**src/rtl/trs_pkg.sv**
```systemverilog
// Shared types, constants and a helper function for the triangle scanline rasterizer.
package trs_pkg;

	localparam int COORD_BITS = 12;
	localparam int FRAC_BITS  = 16;
	localparam int SLOPE_W    = 32;
	localparam int XOUT_W     = 16;
	localparam int DIV_W      = COORD_BITS + FRAC_BITS;
	localparam int DIV_CNT_W  = $clog2(DIV_W);
	localparam int FIFO_DEPTH = 4;
	localparam int FIFO_AW    = $clog2(FIFO_DEPTH);

	typedef logic signed [COORD_BITS-1:0] coord_t;
	typedef logic signed [COORD_BITS:0]   delta_t;
	typedef logic signed [SLOPE_W-1:0]    fixed_t;

	// One command passed from the front part to the back part.
	typedef struct packed {
		logic   is_load;
		logic   front_facing;
		coord_t xa;
		coord_t ya;
		coord_t xb;
		coord_t yb;
		coord_t xc;
		coord_t yc;
	} cmd_t;

	// Converts a screen coordinate to fixed point.
	function automatic fixed_t to_fixed(input coord_t v);
		fixed_t t;
		t = SLOPE_W'(v);
		return t <<< FRAC_BITS;
	endfunction

endpackage

```
**src/rtl/trs_front.sv**
```systemverilog
// Front part: accepts transactions, computes the facing test and sorts vertices by y.
module trs_front import trs_pkg::*; (
	input  logic   clk,
	input  logic   arst_n,
	input  logic   in_valid,
	output logic   in_ready,
	input  logic   req_type,
	input  coord_t vtx0_x,
	input  coord_t vtx0_y,
	input  coord_t vtx1_x,
	input  coord_t vtx1_y,
	input  coord_t vtx2_x,
	input  coord_t vtx2_y,
	output logic   push,
	output cmd_t   push_cmd,
	input  logic   fifo_full
);

	localparam int PROD_W = 2 * (COORD_BITS + 1);

	logic v1_q, v2_q;
	logic type_s1, type_s2;
	coord_t x0_s1, y0_s1, x1_s1, y1_s1, x2_s1, y2_s1;
	coord_t x0_s2, y0_s2, x1_s2, y1_s2, x2_s2, y2_s2;
	logic signed [PROD_W-1:0] p1_s2, p2_s2;
	logic signed [PROD_W:0] area;
	logic adv1, adv2;

	assign push     = v2_q && !fifo_full;
	assign adv2     = !v2_q || !fifo_full;
	assign adv1     = !v1_q || adv2;
	assign in_ready = adv1;

	always_ff @(posedge clk or negedge arst_n) begin
		if (!arst_n) begin
			v1_q <= 1'b0;
			v2_q <= 1'b0;
		end else begin
			if (adv1) v1_q <= in_valid;
			if (adv2) v2_q <= v1_q;
		end
	end

	always_ff @(posedge clk) begin
		if (adv1 && in_valid) begin
			type_s1 <= req_type;
			x0_s1 <= vtx0_x; y0_s1 <= vtx0_y;
			x1_s1 <= vtx1_x; y1_s1 <= vtx1_y;
			x2_s1 <= vtx2_x; y2_s1 <= vtx2_y;
		end
		if (adv2 && v1_q) begin
			type_s2 <= type_s1;
			x0_s2 <= x0_s1; y0_s2 <= y0_s1;
			x1_s2 <= x1_s1; y1_s2 <= y1_s1;
			x2_s2 <= x2_s1; y2_s2 <= y2_s1;
			// The two products of the cross product of the edge vectors; their difference is the signed parallelogram area.
			p1_s2 <= PROD_W'((delta_t'(x1_s1) - delta_t'(x0_s1)) *
				(delta_t'(y2_s1) - delta_t'(y0_s1)));
			p2_s2 <= PROD_W'((delta_t'(x2_s1) - delta_t'(x0_s1)) *
				(delta_t'(y1_s1) - delta_t'(y0_s1)));
		end
	end

	always_comb begin
		area = (PROD_W+1)'(p1_s2) - (PROD_W+1)'(p2_s2);
		push_cmd = '0;
		push_cmd.is_load      = !type_s2;
		push_cmd.front_facing = area[PROD_W];
		if (y0_s2 <= y1_s2) begin
			if (y0_s2 <= y2_s2) begin
				if (y1_s2 <= y2_s2) begin
					push_cmd.xa = x0_s2; push_cmd.ya = y0_s2;
					push_cmd.xb = x1_s2; push_cmd.yb = y1_s2;
					push_cmd.xc = x2_s2; push_cmd.yc = y2_s2;
				end else begin
					push_cmd.xa = x0_s2; push_cmd.ya = y0_s2;
					push_cmd.xb = x2_s2; push_cmd.yb = y2_s2;
					push_cmd.xc = x1_s2; push_cmd.yc = y1_s2;
				end
			end else begin
				push_cmd.xa = x2_s2; push_cmd.ya = y2_s2;
				push_cmd.xb = x0_s2; push_cmd.yb = y0_s2;
				push_cmd.xc = x1_s2; push_cmd.yc = y1_s2;
			end
		end else if (y1_s2 > y2_s2) begin
			push_cmd.xa = x2_s2; push_cmd.ya = y2_s2;
			push_cmd.xb = x1_s2; push_cmd.yb = y1_s2;
			push_cmd.xc = x0_s2; push_cmd.yc = y0_s2;
		end else if (y0_s2 <= y2_s2) begin
			push_cmd.xa = x1_s2; push_cmd.ya = y1_s2;
			push_cmd.xb = x0_s2; push_cmd.yb = y0_s2;
			push_cmd.xc = x2_s2; push_cmd.yc = y2_s2;
		end else begin
			push_cmd.xa = x1_s2; push_cmd.ya = y1_s2;
			push_cmd.xb = x2_s2; push_cmd.yb = y2_s2;
			push_cmd.xc = x0_s2; push_cmd.yc = y0_s2;
		end
	end

endmodule

```
**src/rtl/trs_cmd_fifo.sv**
```systemverilog
// Short command queue between the front and back parts.
module trs_cmd_fifo import trs_pkg::*; (
	input  logic clk,
	input  logic arst_n,
	input  logic push,
	input  cmd_t push_cmd,
	output logic full,
	input  logic pop,
	output logic not_empty,
	output cmd_t head
);

	cmd_t mem_q [FIFO_DEPTH];
	logic [FIFO_AW-1:0] wr_q, rd_q;
	logic [FIFO_AW:0] cnt_q;

	assign full      = (cnt_q == (FIFO_AW+1)'(FIFO_DEPTH));
	assign not_empty = (cnt_q != '0);
	assign head      = mem_q[rd_q];

	always_ff @(posedge clk or negedge arst_n) begin
		if (!arst_n) begin
			wr_q  <= '0;
			rd_q  <= '0;
			cnt_q <= '0;
		end else begin
			if (push) wr_q <= wr_q + 1'b1;
			if (pop)  rd_q <= rd_q + 1'b1;
			if (push && !pop)      cnt_q <= cnt_q + 1'b1;
			else if (pop && !push) cnt_q <= cnt_q - 1'b1;
		end
	end

	always_ff @(posedge clk) begin
		if (push) mem_q[wr_q] <= push_cmd;
	end

endmodule

```
**src/rtl/trs_div.sv**
```systemverilog
// Bit-serial restoring divider that forms one fixed-point edge slope.
module trs_div import trs_pkg::*; (
	input  logic                  clk,
	input  logic                  arst_n,
	input  logic                  start,
	input  delta_t                dx,
	input  logic [COORD_BITS-1:0] dy,
	output logic                  done,
	output fixed_t                slope
);

	logic busy_q, done_q, neg_q, zero_q;
	logic [DIV_CNT_W-1:0] cnt_q;
	logic [COORD_BITS-1:0] rem_q, dy_q;
	logic [DIV_W-1:0] acc_q;
	delta_t dx_q;
	logic [COORD_BITS:0] rsh, rdiff;
	logic ge;
	logic [COORD_BITS:0] dx_mag;
	fixed_t mag, dx_fx;

	assign dx_mag = dx[COORD_BITS] ? (COORD_BITS+1)'(-dx) : (COORD_BITS+1)'(dx);
	assign rsh    = {rem_q, acc_q[DIV_W-1]};
	assign ge     = rsh >= {1'b0, dy_q};
	assign rdiff  = rsh - {1'b0, dy_q};

	always_ff @(posedge clk or negedge arst_n) begin
		if (!arst_n) begin
			busy_q <= 1'b0;
			done_q <= 1'b0;
			cnt_q  <= '0;
		end else begin
			done_q <= 1'b0;
			if (start) begin
				busy_q <= 1'b1;
				cnt_q  <= '0;
			end else if (busy_q) begin
				cnt_q <= cnt_q + 1'b1;
				if (cnt_q == DIV_CNT_W'(DIV_W - 1)) begin
					busy_q <= 1'b0;
					done_q <= 1'b1;
				end
			end
		end
	end

	always_ff @(posedge clk) begin
		if (start) begin
			acc_q  <= {dx_mag[COORD_BITS-1:0], {FRAC_BITS{1'b0}}};
			rem_q  <= '0;
			dy_q   <= dy;
			dx_q   <= dx;
			neg_q  <= dx[COORD_BITS];
			zero_q <= (dy == '0);
		end else if (busy_q) begin
			acc_q <= {acc_q[DIV_W-2:0], ge};
			rem_q <= ge ? rdiff[COORD_BITS-1:0] : rsh[COORD_BITS-1:0];
		end
	end

	always_comb begin
		mag   = SLOPE_W'(acc_q);
		dx_fx = SLOPE_W'(dx_q) <<< FRAC_BITS;
		if (zero_q)     slope = dx_fx;
		else if (neg_q) slope = -mag;
		else            slope = mag;
	end

	assign done = done_q;

endmodule

```
**src/rtl/trs_back.sv**
```systemverilog
// Back part: runs slope setup for front-facing loads and walks spans, holding the result register.
module trs_back import trs_pkg::*; (
	input  logic              clk,
	input  logic              arst_n,
	input  logic              cmd_valid,
	input  cmd_t              cmd,
	output logic              pop,
	output logic              out_valid,
	input  logic              out_ready,
	output logic              accepted,
	output logic              span_valid,
	output coord_t            span_y,
	output logic [XOUT_W-1:0] span_x_start,
	output logic [XOUT_W-1:0] span_x_end,
	output logic              last_span
);

	typedef enum logic [1:0] {
		B_RUN = 2'b01,
		B_DIV = 2'b10
	} bstate_t;

	typedef enum logic [2:0] {
		PH_IDLE  = 3'b001,
		PH_UPPER = 3'b010,
		PH_LOWER = 3'b100
	} phase_t;

	bstate_t state_q;
	phase_t  phase_q;
	logic [1:0] idx_q;
	logic wait_q;
	coord_t xa_q, ya_q, xb_q, yb_q, xc_q, yc_q, row_q;
	fixed_t sx_q, lx_q, ss_q, ls_q, low_q;
	logic out_valid_q;
	logic div_start, div_done;
	delta_t div_dx, div_dy;
	fixed_t div_slope;
	logic is_last;

	function automatic logic [XOUT_W-1:0] trunc_x(input fixed_t v);
		logic [SLOPE_W-1:0] m;
		m = v[SLOPE_W-1] ? SLOPE_W'(-v) : SLOPE_W'(v);
		m = m >> FRAC_BITS;
		if (v[SLOPE_W-1]) m = -m;
		return m[XOUT_W-1:0];
	endfunction

	assign pop       = cmd_valid && (state_q == B_RUN) && (!out_valid_q || out_ready);
	assign out_valid = out_valid_q;
	assign div_start = (state_q == B_DIV) && !wait_q;
	assign is_last   = (phase_q == PH_LOWER) && (row_q == yc_q);

	always_comb begin
		case (idx_q)
			2'd0: begin
				div_dx = delta_t'(xc_q) - delta_t'(xa_q);
				div_dy = delta_t'(yc_q) - delta_t'(ya_q);
			end
			2'd1: begin
				div_dx = delta_t'(xb_q) - delta_t'(xa_q);
				div_dy = delta_t'(yb_q) - delta_t'(ya_q);
			end
			default: begin
				div_dx = delta_t'(xc_q) - delta_t'(xb_q);
				div_dy = delta_t'(yc_q) - delta_t'(yb_q);
			end
		endcase
	end

	trs_div u_div (
		.clk   (clk),
		.arst_n(arst_n),
		.start (div_start),
		.dx    (div_dx),
		.dy    (div_dy[COORD_BITS-1:0]),
		.done  (div_done),
		.slope (div_slope)
	);

	always_ff @(posedge clk or negedge arst_n) begin
		if (!arst_n) begin
			state_q     <= B_RUN;
			phase_q     <= PH_IDLE;
			idx_q       <= '0;
			wait_q      <= 1'b0;
			out_valid_q <= 1'b0;
		end else begin
			if (out_valid_q && out_ready) out_valid_q <= 1'b0;
			case (state_q)
				B_RUN: begin
					if (pop) begin
						out_valid_q <= 1'b1;
						if (cmd.is_load) begin
							if (!cmd.front_facing) begin
								phase_q <= PH_IDLE;
							end else begin
								phase_q <= (cmd.ya < cmd.yb) ? PH_UPPER : PH_LOWER;
								state_q <= B_DIV;
								idx_q   <= '0;
								wait_q  <= 1'b0;
							end
						end else if (phase_q == PH_UPPER) begin
							if (row_q + 1'b1 == yb_q) phase_q <= PH_LOWER;
						end else if (phase_q == PH_LOWER) begin
							if (is_last) phase_q <= PH_IDLE;
						end
					end
				end
				B_DIV: begin
					if (div_start) wait_q <= 1'b1;
					if (div_done) begin
						wait_q <= 1'b0;
						idx_q  <= idx_q + 1'b1;
						if (idx_q == 2'd2) state_q <= B_RUN;
					end
				end
				default: state_q <= B_RUN;
			endcase
		end
	end

	always_ff @(posedge clk) begin
		if (pop) begin
			accepted     <= 1'b0;
			span_valid   <= 1'b0;
			span_y       <= '0;
			span_x_start <= '0;
			span_x_end   <= '0;
			last_span    <= 1'b0;
			if (cmd.is_load) begin
				accepted <= cmd.front_facing;
				if (cmd.front_facing) begin
					xa_q <= cmd.xa; ya_q <= cmd.ya;
					xb_q <= cmd.xb; yb_q <= cmd.yb;
					xc_q <= cmd.xc; yc_q <= cmd.yc;
					lx_q <= to_fixed(cmd.xa);
					if (cmd.ya < cmd.yb) begin
						sx_q  <= to_fixed(cmd.xa);
						row_q <= cmd.ya;
					end else begin
						sx_q  <= to_fixed(cmd.xb);
						row_q <= cmd.yb;
					end
				end
			end else if (phase_q != PH_IDLE) begin
				span_valid   <= 1'b1;
				span_y       <= row_q;
				span_x_start <= trunc_x(sx_q);
				span_x_end   <= trunc_x(lx_q);
				last_span    <= is_last;
				lx_q         <= lx_q + ls_q;
				row_q        <= row_q + 1'b1;
				if ((phase_q == PH_UPPER) && (row_q + 1'b1 == yb_q)) begin
					// Short edge restarts at the middle vertex.
					sx_q <= to_fixed(xb_q);
					ss_q <= low_q;
				end else begin
					sx_q <= sx_q + ss_q;
				end
			end
		end
		if ((state_q == B_DIV) && div_done) begin
			case (idx_q)
				2'd0: ls_q <= div_slope;
				2'd1: begin
					if (phase_q == PH_UPPER) ss_q <= div_slope;
				end
				default: begin
					low_q <= div_slope;
					if (phase_q == PH_LOWER) ss_q <= div_slope;
				end
			endcase
		end
	end

endmodule

```
**src/rtl/triangle_scanline_rasterizer_unit.sv**
```systemverilog
// Top level of the triangle scanline rasterizer: front part, command queue and back part.
//
// A transaction with req_type 0 loads a triangle and yields one result whose accepted bit
// tells whether it faces the viewer; a transaction with req_type 1 yields the next span
// (row, short edge x, long edge x, last flag), or span_valid 0 when no triangle is pending.
// The front part takes a transaction every cycle while the four-entry command queue has
// room, and passes each transaction through the s1 and s2 pipeline registers for the area
// products and the y sort. The back part registers the answer to a span request as it pops
// it from the queue. An accepted load returns its result at once but then holds the back
// part for three slope divisions on one shared bit-serial divider; later requests wait in
// the queue meanwhile. The result register lets a new transaction be taken while a finished
// result still waits for the consumer.
module triangle_scanline_rasterizer_unit import trs_pkg::*; (
	input  logic              clk,
	input  logic              arst_n,
	input  logic              in_valid,
	output logic              in_ready,
	input  logic              req_type,
	input  coord_t            vtx0_x,
	input  coord_t            vtx0_y,
	input  coord_t            vtx1_x,
	input  coord_t            vtx1_y,
	input  coord_t            vtx2_x,
	input  coord_t            vtx2_y,
	output logic              out_valid,
	input  logic              out_ready,
	output logic              accepted,
	output logic              span_valid,
	output coord_t            span_y,
	output logic [XOUT_W-1:0] span_x_start,
	output logic [XOUT_W-1:0] span_x_end,
	output logic              last_span
);

	logic push, full, pop, not_empty;
	cmd_t push_cmd, head;

	// Classifies each transaction and sorts the vertices of a load.
	trs_front u_front (
		.clk      (clk),
		.arst_n   (arst_n),
		.in_valid (in_valid),
		.in_ready (in_ready),
		.req_type (req_type),
		.vtx0_x   (vtx0_x),
		.vtx0_y   (vtx0_y),
		.vtx1_x   (vtx1_x),
		.vtx1_y   (vtx1_y),
		.vtx2_x   (vtx2_x),
		.vtx2_y   (vtx2_y),
		.push     (push),
		.push_cmd (push_cmd),
		.fifo_full(full)
	);

	// Commands keep their order through the queue, so spans follow their load.
	trs_cmd_fifo u_fifo (
		.clk      (clk),
		.arst_n   (arst_n),
		.push     (push),
		.push_cmd (push_cmd),
		.full     (full),
		.pop      (pop),
		.not_empty(not_empty),
		.head     (head)
	);

	// Sets up edge slopes and walks the spans.
	trs_back u_back (
		.clk         (clk),
		.arst_n      (arst_n),
		.cmd_valid   (not_empty),
		.cmd         (head),
		.pop         (pop),
		.out_valid   (out_valid),
		.out_ready   (out_ready),
		.accepted    (accepted),
		.span_valid  (span_valid),
		.span_y      (span_y),
		.span_x_start(span_x_start),
		.span_x_end  (span_x_end),
		.last_span   (last_span)
	);

endmodule
```
**config.mk**
```make
export PLATFORM = sky130hd
export DESIGN_NAME = triangle_scanline_rasterizer_unit
export DESIGN_NICKNAME = d
export VERILOG_FILES = /design/src/rtl/trs_pkg.sv /design/src/rtl/trs_front.sv /design/src/rtl/trs_cmd_fifo.sv /design/src/rtl/trs_div.sv /design/src/rtl/trs_back.sv /design/src/rtl/triangle_scanline_rasterizer_unit.sv
export SDC_FILE = /design/constraint.sdc
export NUM_CORES = 2
export LEC_CHECK = 0
export BUFFER_PORTS_ARGS = -buffer_cell sky130_fd_sc_hd__buf_4
export CAP_MARGIN = 30
export CORE_ASPECT_RATIO = 0.5
export CORE_UTILIZATION = 50
export CTS_CLUSTER_DIAMETER = 150
export DETAILED_ROUTE_END_ITERATION = 12
export GPL_TIMING_DRIVEN = 0
export PLACE_DENSITY = 0.67
export SLEW_MARGIN = 10
export SYNTH_ARGS = -nofsm -noshare
export SYNTH_HDL_FRONTEND = slang
export SYNTH_SLANG_ARGS = --single-unit
```
**constraint.sdc**
```tcl
create_clock -name clk -period 8.04 [get_ports clk]
set_input_delay 0.402 -clock clk [delete_from_list [all_inputs] [get_ports clk]]
set_output_delay 0.402 -clock clk [all_outputs]
set_load 0.01 [all_outputs]
```
After elaboration in Yosys (flattened, before gate mapping). Memory sizes are Yosys's and may differ from the RTL's. Index checks and enable logic that the tools add are counted.

$add $sub $neg: 27. Multipliers: 2. $lt $le $gt $ge: 6. Equal/unequal tests: 19. Multiplexer cells: 77. Bitwise operators: 2. Reductions and logical operators: 42.

Operator list (number): 2-to-1 mux 32 bit (19); 2-to-1 mux 72 bit (3); 2-to-1 mux 48 bit (2); subtractor 12 x 12 -> 13 bit (7); 2-to-1 mux 12 bit (6); adder 32 bit (2); negation 32 bit (2); one-hot mux 32 bit (2 select lines) (1); 2-to-1 mux 28 bit (2); multiplier 26 x 26 -> 26 bit (2); subtractor 12 bit (4); <= comparator 12 bit (3); 2-to-1 mux 16 bit (2); negation 16 bit (2); negation 28 -> 32 bit (1); 2-to-1 mux 3 bit (9); subtractor 26 x 26 -> 27 bit (1); one-hot mux 13 bit (2 select lines) (1); == test 12 bit (2); one-hot mux 12 bit (2 select lines) (1); AND reduction 5 bit (4); 2-to-1 mux 2 bit (9); 2-to-1 mux 1 bit (17); greater-or-equal comparator 13 x 12 -> 1 bit (1); 31 further kinds (72).

Register bits: 581. RAM bits: 296. Word-level logic and storage cells: 230. Memories kept: 1.

Memory list: u_fifo.mem_q (depth 4, width 74, read ports 1, clocked after Yosys merged registers in 0, write ports 1, line trs_cmd_fifo.sv:13) `cmd_t mem_q [FIFO_DEPTH];`.

Logic depth before layout (Yosys ltp).
Depth in word-level cells: 10. Gate-level depth with buffers: 35.

By module. From an unflattened synthesis, not the netlist that was laid out.

Cell total of the unflattened synthesis: 5111. Area total of the unflattened synthesis: 57953.1 µm².

Modules (own cells, without submodules): trs_front (times used 1, cells an instance 2410, area each 24111.9 µm², seq. area each 5995.8 µm²); trs_back (times used 1, cells an instance 1834, area each 18328.8 µm², seq. area each 8645.8 µm²); trs_cmd_fifo (times used 1, cells an instance 421, area each 11118.2 µm², seq. area each 9063.7 µm²); trs_div (times used 1, cells an instance 446, area each 4394.2 µm², seq. area each 1876.8 µm²).

Least setup slack after synthesis. No wires, ideal clock.

Kind: reg-to-reg. From: register u_front.y0_s1[0]. To: register u_front.p2_s2[24], data pin. Setup time: 258 ps. Arrival: 7916 ps. Data required time: 7782 ps. Setup slack: -133 ps. Stages on the path, launching flop included: 32. Path buffers: 0. Path through: edfxtp_1 > ha_1 > fa_1 > nor2b_1 > o21ai_0 > a21boi_1 > o21ai_0 > a21boi_1 > o21a_1 > o21a_1 > o211ai_1 > and3_1 > or2_2 > fa_1 > fa_1 > inv_1 > fa_1 > fa_1 > fa_1 > inv_1 > fa_1 > inv_1 > ha_1 > and2_1 > o21ai_0 > o31ai_1 > o41a_1 > a221oi_1 > nor2_1 > o31a_1 > nor2_1 > xnor2_1.

Cells in the longest elaborated chain, start to end: 2.

RTL lines: start, declared (line trs_front.sv:23) `coord_t x0_s1, y0_s1, x1_s1, y1_s1, x2_s1, y2_s1;`; start signal, assigned (line trs_front.sv:47) `x0_s1 <= vtx0_x; y0_s1 <= vtx0_y;`; subtractor 12 x 12 -> 13 bit (line trs_front.sv:60) `(delta_t'(y1_s1) - delta_t'(y0_s1)));`; multiplier 26 x 26 -> 26 bit (line trs_front.sv:59) `p2_s2 <= PROD_W'((delta_t'(x2_s1) - delta_t'(x0_s1)) *`; end signal, assigned (line trs_front.sv:59); end, declared (line trs_front.sv:25) `logic signed [PROD_W-1:0] p1_s2, p2_s2;`.

Every way passes these cells. A chain may end at the register's enable or synchronous reset.

Worst setup path in the final report.
From: register u_front.x0_s1[0]. To: register u_front.p2_s2[24], data pin.

Cells in the longest elaborated chain, start to end: 2.

RTL lines (line): start, declared (trs_front.sv:23); start signal, assigned (trs_front.sv:47); subtractor 12 x 12 -> 13 bit (trs_front.sv:59); multiplier 26 x 26 -> 26 bit (trs_front.sv:59).

Every way passes these cells.

==> impl_metrics.ini <==
[setup_path]
cp.depth = 33
rr_startpoint = u_front.x0_s1[0]$_DFFE_PP_
crit_required_ns = 8.47
r2r_end = u_front.p2_s2[24]$_DFFE_PP_
r2r_slack_ns = -0.02
worstSetupPathType = flip-flop to flip-flop
crit_family = adder cells
startpoint_type = flip-flop
cp.buffers_inverters = 5
cp-startpoint = u_front.x0_s1[0]$_DFFE_PP_
reg2reg_depth = 33
crit_path_end_kind = flip-flop
crit_path_frequent_cell = fa_1
worst-path-max-fanout = 4
cp.arrival_ns = 8.49
worst_path_largest_cell_delay_ns = 0.53
critPathCapture = u_front.p2_s2[24]$_DFFE_PP_
crit_slowest_cell = edfxtp_1

[detailed_routing]
antenna_left = 0
avgRoutedWirePerCell_um = 21.1
drt_iter0_markers = 3256
routed_via_density = 5.64
drt-total-wl_um = 146000
firstDrtPassIters = 6
drc = 0
vias = 39000

[placed_design]
place_hpwl_um = 111000
port_buffers = 125
place_area_um2 = 60200
place.gp.congestion = 0.929

[timing]
tightest_slew_ns = 1.10
max_freq_ghz = 0.124
slew_headroom = 0.261
fin_worst_hold_slack_ns = 0.152
setup_viol = 1
final_max_slew_viol_count = 0
clock_skew_ns = 0.0532
fin_setup_tns_ns = -0.0188
fin_crit_ns = 8.06
rsz0062_at_grt = yes
fin_crit_sh = 1.00
hold_viol = 0
setup_slack_ns = -0.0188

[finish]
final_cell_area_um2 = 65300
synthToLayoutAreaGrowth_pct = 15.1
final_util = 0.587
nets = 6142
drive_gt1_frac = 0.127

[worst_hold_path]
worstHoldPathType = input pin to async pin

[global_routing]
grt_pass1_vias = 39600
grtUsageTotal = 0.254
grt_max_degree = 58
grt_pass1_wl_um = 225000
antenna_found_initial = 3
grt.overflow.total = 0

[clock_network]
cts-buffers-inserted = 79
h-tree-depth = 3
tritoncts = yes
cts.sinks = 876
clk_pin_slew_ns = 0.08
root_buffer = clkbuf_16
cts_buffer_depth = 3
clkLatencyLatePin_ns = 0.71

[floorplan]
dieArea_um2 = 115000
rows = 86
start_util = 0.510
core_um2 = 111000
die_h_um = 240
boundaryPins = 126
die_x_um = 478

[synth]
ys_types = 80
synth_top_area_cell = edfxtp_1
yosysWarnings = 0
synthTopCellsByArea = edfxtp_1, fa_1, ha_1
avgSynthCellArea_um2 = 11.5
syn_area_um2 = 56700
postSynthCellCount = 4951
synth-edff-count = 791
synth_seq_area_share = 0.451
ys_ff_latch = 876
ys.flop_type = edfxtp_1
syn_nets = 5752
async_flop_share = 0.0285
synth_top_area_frac = 0.419

[run_status]
failed_checks = negative setup slack
outcome = complete, but fails checks

[flow_run]
max_cap_viol_count = 0
[timing repair]
| item | CTS | global route |
|---|---|---|
| buffers inserted | 42 | 32 |
| hold endpoints to repair | 100 | 0 |
| pin swaps | 53 | 60 |
| hold buffers | 76 | 0 |
| gates resized for setup | 120 | 115 |
| setup endpoints to repair | 27 | 16 |
[cells by family after synthesis]
group / share of synthesized area
and+or+nand+nor: 0.108
AOI/OAI and AO/OA: 0.0849
adders and majority gates: 0.204
DFF: 0.451
buffers and inverters: 0.0490
muxes: 0.0552
xor gates and xnor gates: 0.0477
[how the worst min path moves through the flow]
stage | startpoint | cells past startpoint | slack [ns] | end
floorplan | arst_n | 0 | 0.11 | u_back.idx_q[0]$_DFFE_PN0P_
global placement | arst_n | 1 | 0.34 | u_fifo.wr_q[0]$_DFFE_PN0P_
detailed placement | arst_n | 1 | 0.35 | u_fifo.wr_q[1]$_DFFE_PN0P_
CTS | arst_n | 2 | 0.12 | u_fifo.wr_q[0]$_DFFE_PN0P_
global route | arst_n | 2 | 0.15 | u_fifo.wr_q[0]$_DFFE_PN0P_
finish | arst_n | 2 | 0.15 | u_fifo.wr_q[0]$_DFFE_PN0P_
[cell usage in the layout, fill, tap and decap left out, types with 60 or more instances in the layout]
cell type      count
edfxtp_1         791
inv_1            580
nor2_1           489
ha_1             367
nand2_1          331
fa_1             325
buf_4            205
o21ai_0          167
a21oi_1          161
xnor2_1          153
xor2_1           136
mux2i_1          117
clkbuf_1         115
nand2b_1          86
clkbuf_16         84
dlygate4sd3_1     76
mux4_2            73
a21o_1            67
nor3_1            60
dfxtp_1           60
[cell usage after synthesis, types with 30 or more instances]
master and instances:
edfxtp_1 791, inv_1 589, nor2_1 506, ha_1 387, fa_1 337, nand2_1 331, o21ai_0 194, a21oi_1 175
xnor2_1 161, xor2_1 148, clkbuf_1 117, mux2i_1 117, nand2b_1 86, mux4_2 73, a21o_1 67, nor3_1 64
dfxtp_1 60, nor2b_1 60, nand3_1 58, o22ai_1 56, and2_1 32, o21a_1 32, or2_2 31, o31ai_1 30
[sequential cells by signal (all words and copies together), names as in the netlist, 16 cells and up]
| register | cells |
|---|---|
| u_front.p2_s2 | 26 |
| u_back.sx_q | 32 |
| u_back.span_x_end | 16 |
| u_back.u_div.acc_q | 28 |
| u_back.ls_q | 32 |
| u_front.p1_s2 | 26 |
| u_back.span_x_start | 16 |
| u_back.lx_q | 32 |
| u_back.low_q | 32 |
| u_fifo.mem_q | 296 |
| u_back.ss_q | 32 |
[layer usage]
metal,up-vias,track usage,share of wire
met4,0,0.0906,0.036
li1,18000,-,-
met1,19400,0.340,0.43
met5,-,0,0
met2,1178,0.425,0.48
met3,280,0.0373,0.054
[per-stage QoR]
step | setup WS, ns | instances
after floorplan | 0.0349 | 4951
after global placement | -1.76 | 6572
after detailed placement | -1.71 | 6603
after CTS | -0.119 | 6867
after global routing | -0.263 | 6903
final | -0.0188 | 6905
[layout make-up]
type | count | area [um^2]
fillers | 9007 | 46000
multi-input cells | 3338 | 29400
flip-flops and latches | 876 | 25600
repair buffers | 310 | 2900
inverters | 590 | 2210
clock buffers | 95 | 2140
well taps | 1496 | 1870
plain buffers | 146 | 613
clock inverters | 52 | 596
diodes | 2 | 5.00
Power is not shown: default switching activity piles up to over one toggle a cycle in this logic, so the estimate is an artifact.
